<file path="src/rtl/bdq_pkg.sv">
package bdq_pkg;

	typedef enum logic [2:0] {
		OP_PUSH_FRONT = 3'd0,
		OP_PUSH_BACK  = 3'd1,
		OP_POP_FRONT  = 3'd2,
		OP_POP_BACK   = 3'd3,
		OP_REVERSE    = 3'd4,
		OP_CLEAR      = 3'd5
	} op_t;

	typedef enum logic [1:0] {
		ST_OK    = 2'd0,
		ST_EMPTY = 2'd1,
		ST_FULL  = 2'd2
	} status_t;

	localparam int WORD_W = 32;

	// store access decided for one request
	typedef struct packed {
		logic    wr_en;
		logic    rd_en;
		status_t status;
	} ring_ctl_t;

endpackage

</file>
<file path="src/rtl/bounded_deque.sv">
// channel   dir  handshake          tdata                         tuser
// s_*       in   s_tvalid/s_tready  value[31:0]                   op[2:0]
// m_*       out  m_tvalid/m_tready  popped_value, item_total      status[1:0]
//
// One request per cycle unless stalled; the result follows in the next cycle.
// Pop data comes from the word store's registered read port, issued at accept.
// Pointers and count update at accept, so a following request sees them at once.
// The result register holds while m_tready is low; s_tready follows it.
// Reset clears pointers, count and direction; store contents stay undefined.
module bounded_deque #(
	parameter int DEPTH = 64,
	localparam int AW  = (DEPTH > 1) ? $clog2(DEPTH) : 1,
	localparam int CW  = $clog2(DEPTH + 1),
	localparam int MDW = ((bdq_pkg::WORD_W + CW + 7) / 8) * 8
) (
	input  logic                      clk,
	input  logic                      arst_n,
	input  logic                      s_tvalid,
	output logic                      s_tready,
	input  logic [bdq_pkg::WORD_W-1:0] s_tdata,  // value
	input  logic [2:0]                s_tuser,  // op
	output logic                      m_tvalid,
	input  logic                      m_tready,
	output logic [MDW-1:0]            m_tdata,  // popped_value, item_total, zero pad
	output logic [1:0]                m_tuser   // status
);

	logic                       accept;
	logic [AW-1:0]              addr;
	bdq_pkg::ring_ctl_t         ctl;
	logic [CW-1:0]              count_next;

	logic [bdq_pkg::WORD_W-1:0] mem [DEPTH];
	logic [bdq_pkg::WORD_W-1:0] rd_data_s1;
	logic                       valid_s1;
	logic                       pop_s1;
	bdq_pkg::status_t           status_s1;
	logic [CW-1:0]              count_s1;

	assign s_tready = !valid_s1 || m_tready;
	assign accept   = s_tvalid && s_tready;

	bdq_ring #(.DEPTH(DEPTH)) u_ring (
		.clk        (clk),
		.arst_n     (arst_n),
		.accept     (accept),
		.op         (s_tuser),
		.addr       (addr),
		.ctl        (ctl),
		.count_next (count_next)
	);

	// a request either writes or reads, never both, so no same-entry collision
	always_ff @(posedge clk) begin
		if (ctl.wr_en) begin
			mem[addr] <= s_tdata;
		end
		if (ctl.rd_en) begin
			rd_data_s1 <= mem[addr];
		end
	end

	always_ff @(posedge clk or negedge arst_n) begin
		if (!arst_n) begin
			valid_s1 <= 1'b0;
		end else if (s_tready) begin
			valid_s1 <= s_tvalid;
		end
	end

	always_ff @(posedge clk) begin
		if (accept) begin
			pop_s1    <= ctl.rd_en;
			status_s1 <= ctl.status;
			count_s1  <= count_next;
		end
	end

	always_comb begin
		m_tdata = '0;
		m_tdata[bdq_pkg::WORD_W-1:0] = pop_s1 ? rd_data_s1 : '0;
		m_tdata[bdq_pkg::WORD_W +: CW] = count_s1;
	end

	assign m_tvalid = valid_s1;
	assign m_tuser  = status_s1;

endmodule

</file>
<file path="src/rtl/bdq_ring.sv">
module bdq_ring #(
	parameter int DEPTH = 64,
	localparam int AW = (DEPTH > 1) ? $clog2(DEPTH) : 1,
	localparam int CW = $clog2(DEPTH + 1)
) (
	input  logic                clk,
	input  logic                arst_n,
	input  logic                accept,
	input  logic [2:0]          op,
	output logic [AW-1:0]       addr,
	output bdq_pkg::ring_ctl_t  ctl,
	output logic [CW-1:0]       count_next
);

	localparam int SW = AW + 1;

	logic [AW-1:0] front_q, front_d;
	logic [CW-1:0] count_q, count_d;
	logic          rev_q, rev_d;

	logic          full, empty;
	logic [AW-1:0] front_dec, front_inc;
	logic [SW-1:0] back_sum, back_last;
	logic [AW-1:0] back_slot, last_slot;
	logic          push_at_front, pop_at_front;
	bdq_pkg::op_t  op_c;

	assign op_c  = bdq_pkg::op_t'(op);
	assign full  = (count_q == CW'(DEPTH));
	assign empty = (count_q == '0);

	assign front_dec = (front_q == '0) ? AW'(DEPTH - 1) : front_q - AW'(1);
	assign front_inc = (front_q == AW'(DEPTH - 1)) ? '0 : front_q + AW'(1);

	// front + count stays below 2*DEPTH, so one conditional subtract wraps it
	assign back_sum  = SW'(front_q) + SW'(count_q);
	assign back_last = back_sum - SW'(1);
	assign back_slot = (back_sum >= SW'(DEPTH)) ? AW'(back_sum - SW'(DEPTH)) : AW'(back_sum);
	assign last_slot = (back_last >= SW'(DEPTH)) ? AW'(back_last - SW'(DEPTH)) : AW'(back_last);

	assign push_at_front = (op_c == bdq_pkg::OP_PUSH_FRONT) ^ rev_q;
	assign pop_at_front  = (op_c == bdq_pkg::OP_POP_FRONT) ^ rev_q;

	always_comb begin
		front_d    = front_q;
		count_d    = count_q;
		rev_d      = rev_q;
		addr       = front_q;
		ctl.wr_en  = 1'b0;
		ctl.rd_en  = 1'b0;
		ctl.status = bdq_pkg::ST_OK;
		unique case (op_c)
			bdq_pkg::OP_PUSH_FRONT, bdq_pkg::OP_PUSH_BACK: begin
				if (full) begin
					ctl.status = bdq_pkg::ST_FULL;
				end else begin
					ctl.wr_en = accept;
					count_d   = count_q + CW'(1);
					if (push_at_front) begin
						front_d = front_dec;
						addr    = front_dec;
					end else begin
						addr = back_slot;
					end
				end
			end
			bdq_pkg::OP_POP_FRONT, bdq_pkg::OP_POP_BACK: begin
				if (empty) begin
					ctl.status = bdq_pkg::ST_EMPTY;
				end else begin
					ctl.rd_en = accept;
					count_d   = count_q - CW'(1);
					if (pop_at_front) begin
						addr    = front_q;
						front_d = front_inc;
					end else begin
						addr = last_slot;
					end
				end
			end
			bdq_pkg::OP_REVERSE: begin
				rev_d = ~rev_q;
			end
			bdq_pkg::OP_CLEAR: begin
				front_d = '0;
				count_d = '0;
				rev_d   = 1'b0;
			end
			default: begin
			end
		endcase
	end

	assign count_next = count_d;

	always_ff @(posedge clk or negedge arst_n) begin
		if (!arst_n) begin
			front_q <= '0;
			count_q <= '0;
			rev_q   <= 1'b0;
		end else if (accept) begin
			front_q <= front_d;
			count_q <= count_d;
			rev_q   <= rev_d;
		end
	end

endmodule

</file>
<file path="config.mk">
export PLATFORM = sky130hd
export DESIGN_NAME = bounded_deque
export DESIGN_NICKNAME = d
export VERILOG_FILES = /design/src/rtl/bdq_pkg.sv /design/src/rtl/bounded_deque.sv /design/src/rtl/bdq_ring.sv
export SDC_FILE = /design/constraint.sdc
export NUM_CORES = 2
export LEC_CHECK = 0
export ABC_AREA = 1
export BUFFER_PORTS_ARGS = -buffer_cell sky130_fd_sc_hd__buf_4
export CAP_MARGIN = 20
export CORE_MARGIN = 2
export CORE_UTILIZATION = 55
export DETAILED_ROUTE_END_ITERATION = 12
export PLACE_DENSITY = 0.71
export SLEW_MARGIN = 15
export SYNTH_ARGS = -nofsm -noshare
export SYNTH_HDL_FRONTEND = slang
export SYNTH_SLANG_ARGS = --single-unit
</file>
<file path="constraint.sdc">
create_clock -name clk -period 8.4 [get_ports clk]
set_clock_uncertainty 0.2 [all_clocks]
set_input_delay 0.42 -clock clk [delete_from_list [all_inputs] [get_ports clk]]
set_output_delay 0.42 -clock clk [all_outputs]
set_load 0.01 [all_outputs]
</file>
==> impl_metrics.yaml <==
critical_path:
  end_kind: "flop"
  cp.required_ns: 8.92
  critPathMaxFanout: 74
  cp-start-kind: "flop"
  path_class: "flop to flop"
  crit_arrival_ns: 6.47
grt:
  use_met3_pct: 5.921
  grt_pass1_vias: 61720
  busiest_layer: "met2"
  grtUsageTotal_pct: 30.27
  grt.met1_usage_pct: 40.47
  grt_pass1_wl_mm: 390.0
  use_met2_pct: 48.77
  grt_antenna_before_repair: 14
  grt_max_degree: 207
  grt_overflow: 0
clock_tree:
  cts_resized: 0
  numCtsBuffers: 209
  htree_levels: 4
  clkSlewWorstSetupHoldPaths_ns: 0.06
  cts_sinks: 2105
  insertion_delay_ns: 0.87
  clockBufferDepth: 3
  cts_tree: "built"
  root_buffer: "clkbuf_16"
timing:
  worst_slew_pin_slew_ns: 1.112
  clock.fmax_mhz: 168.2
  setup_viol: 0
  setup_tns_ns: 0
  drv_slew: 0
  max-slew-margin-rel_pct: 25.67
  timing.final.crit_share_pct: 70.77
  rsz0062_at_grt: "no"
  period_minus_slack_ns: 5.945
  hold_violations: 0
logic_synthesis:
  syn_avg_cell_area_um2: 10.43
  synthCells: 8897
  yosysWarnings: 0
  syn_nets: 8947
  synth_top_area_share_pct: 67.65
  synthTopCellsByArea: "edfxtp_1, nand2_1, nand3_1"
  ys.flop_type: "edfxtp_1"
  synth_enable_flop_cells: 2090
  yosysSeqAreaShare_pct: 68.05
  synth.distinct_cells: 41
  ys_ff_latch: 2105
  yosys.area_share.simple_pct: 23.32
  yosys.area.top_type: "edfxtp_1"
  async_reset_ff_share_pct: 0.7126
  synth_compound_area_share_pct: 1.107
  synthMuxAreaShare_pct: 0
  synth_area_um2: 92780
  synth_top_family_by_area: "simple AND/OR/NAND/NOR gates"
  synthAdderAreaFrac_pct: 0.1564
  synth_xor_area_share_pct: 0.1416
floorplanning:
  core_region_area_um2: 167400
  rows: 150
  die-area_um2: 172000
  die_w_um: 414.7
  die_h_um: 414.7
  initial_utilization_pct: 55.42
  io_pins: 83
flow_run:
  drv_cap: 0
routing:
  drt_iter0_drc: 8889
  via_per_inst: 5.699
  wl_per_cell_um: 23.41
  routed_wirelength_mm: 263.1
  postRouteAntennaNets: 0
  drc: 0
  num_vias: 64060
  firstDrtPassIters: 6
power_and_ir_drop:
  ir_drop_mv: 0.3475
  powerDensity_nw_per_um2: 312.0
  static-leakage-power_uw: 0.04165
placement:
  gp_congestion: 0.9098
  numPortBuffers: 81
  place_hpwl_mm: 149.7
final_layout:
  drive_above_1_share_pct: 7.053
  multiInputGateArea_um2: 23510
  seq_area_um2: 63140
  fillers: 13070
  fin_util_pct: 61.53
  nets: 8906
  final_common_cell: "nand2_1"
  layout-area-overhead-vs-synth_pct: 11.03
  mostFrequentLayoutCells: "nand2_1, edfxtp_1, inv_1"
hold_path:
  holdCritPathClass: "primary input to flop"
status:
  outcome: "finished clean"
-- report_power, final --
group	internal, uW	switching, uW	total, uW
Clock	5160	4030	9190
Sequential	11700	91.2	11800
Combinational	2720	8400	11100
Total	19600	12500	32100
-- path summary, 6_finish.rpt --
| check | from | endpoint | slack, ns | depth (start not counted) |
|---|---|---|---|---|
| max | u_ring.front_q[0] | rd_data_s1[14] | 2.46 | 20 |
| min | s_tdata[25] | mem[55][25] | 0.009 | 1 |
| max reg2reg | u_ring.front_q[0] | rd_data_s1[14] | 2.46 | 20 |
| min reg2reg | u_ring.count_q[4] | u_ring.count_q[4] | 0.42 | 2 |
| max in group asynchronous | arst_n | u_ring.front_q[1] | 6.88 | 3 |
| min in group asynchronous | arst_n | u_ring.front_q[5] | 0.58 | 3 |
-- what timing repair did --
action | 4_1_cts | 5_1_grt
hold buffers | 25 | 0
buffers inserted | 0 | 0
endpoints found under the hold margin | 334 | 0
setup endpoints to repair | 0 | 0
-- cells by family after synthesis --
family / Yosys count
xor gates and xnor gates: 15
DFF: 2105
AOI/OAI and AO/OA: 160
adders and majority gates: 11
buffers and inverters: 1664
other: 1
and+or+nand+nor: 4941
-- cells in the mapped netlist (6+ instances only) --
library cell,n
o21ai_1,26
nor3_1,6
buf_2,230
a21oi_1,16
nand3b_1,385
nand4_1,132
o22ai_1,6
o21ai_0,32
nor2_1,801
clkbuf_1,196
or2_2,32
buf_1,27
dfrtp_1,15
nand3_1,894
buf_4,37
clkinv_1,17
edfxtp_1,2090
xor2_1,9
inv_1,1140
o211ai_1,67
inv_2,13
ha_1,10
nand2_1,2672
xnor2_1,6
-- sequential cells by signal, indices dropped and copies added (netlist names) --
name,count
u_ring.front_q,6
mem,2048
pop_s1,1
u_ring.rev_q,1
m_tuser,2
rd_data_s1,32
count_s1,7
m_tvalid,1
u_ring.count_q,7
-- metal layers --
| layer | vias up | share of wire [%] | routed length (um) |
|---|---|---|---|
| met5 | - | 0.015 | 40 |
| met4 | 6 | 4.2 | 10920 |
| met3 | 560 | 10 | 26550 |
| met2 | 3466 | 48 | 125400 |
| met1 | 30860 | 38 | 100200 |
| li1 | 29160 | - | - |
-- final cells by class --
cell class | count | share of cell area [%]
Clock buffer | 252 | 5.275
Multi-Input combinational cell | 5128 | 22.83
Antenna cell | 4 | 0.009717
Inverter | 1171 | 4.283
Clock inverter | 135 | 1.196
Timing Repair Buffer | 241 | 2.439
Tap cell | 2204 | 2.677
Sequential cell | 2105 | 61.29
-- per-stage QoR --
step                      total power [uW]  cell area, um2  cells  hold WS (ns)  worst slack [ns]
after floorplan                      19250           92780   8897      -0.07559             3.796
after global placement               22780           95280  10790        0.1024             2.632
after detailed placement             22920           95840  10820        0.1068             2.496
after CTS                            32010          102800  11230      0.001794             2.480
after global routing                 33590          103000  11240       0.03337             2.180
final                                32140          103000  11240      0.009395             2.455
-- critical path, cell delays in order (launching register included) --
cell     delay (ns)
dfrtp_1        0.46
ha_1           0.25
inv_1          0.07
fa_1           0.49
ha_1           0.27
xor2_1         0.17
nand2_1        0.08
nand3_1        0.11
nand3_4        0.10
nand2_4        0.47
nor2_4         0.29
buf_4          0.87
buf_4          0.87
nand3_1        0.14
nand2_1        0.09
inv_1          0.04
nand2_1        0.06
nand3_1        0.35
nand2_1        0.19
inv_1          0.05
nand2_1        0.06
Note: power is estimated with default switching activity, not from simulation.
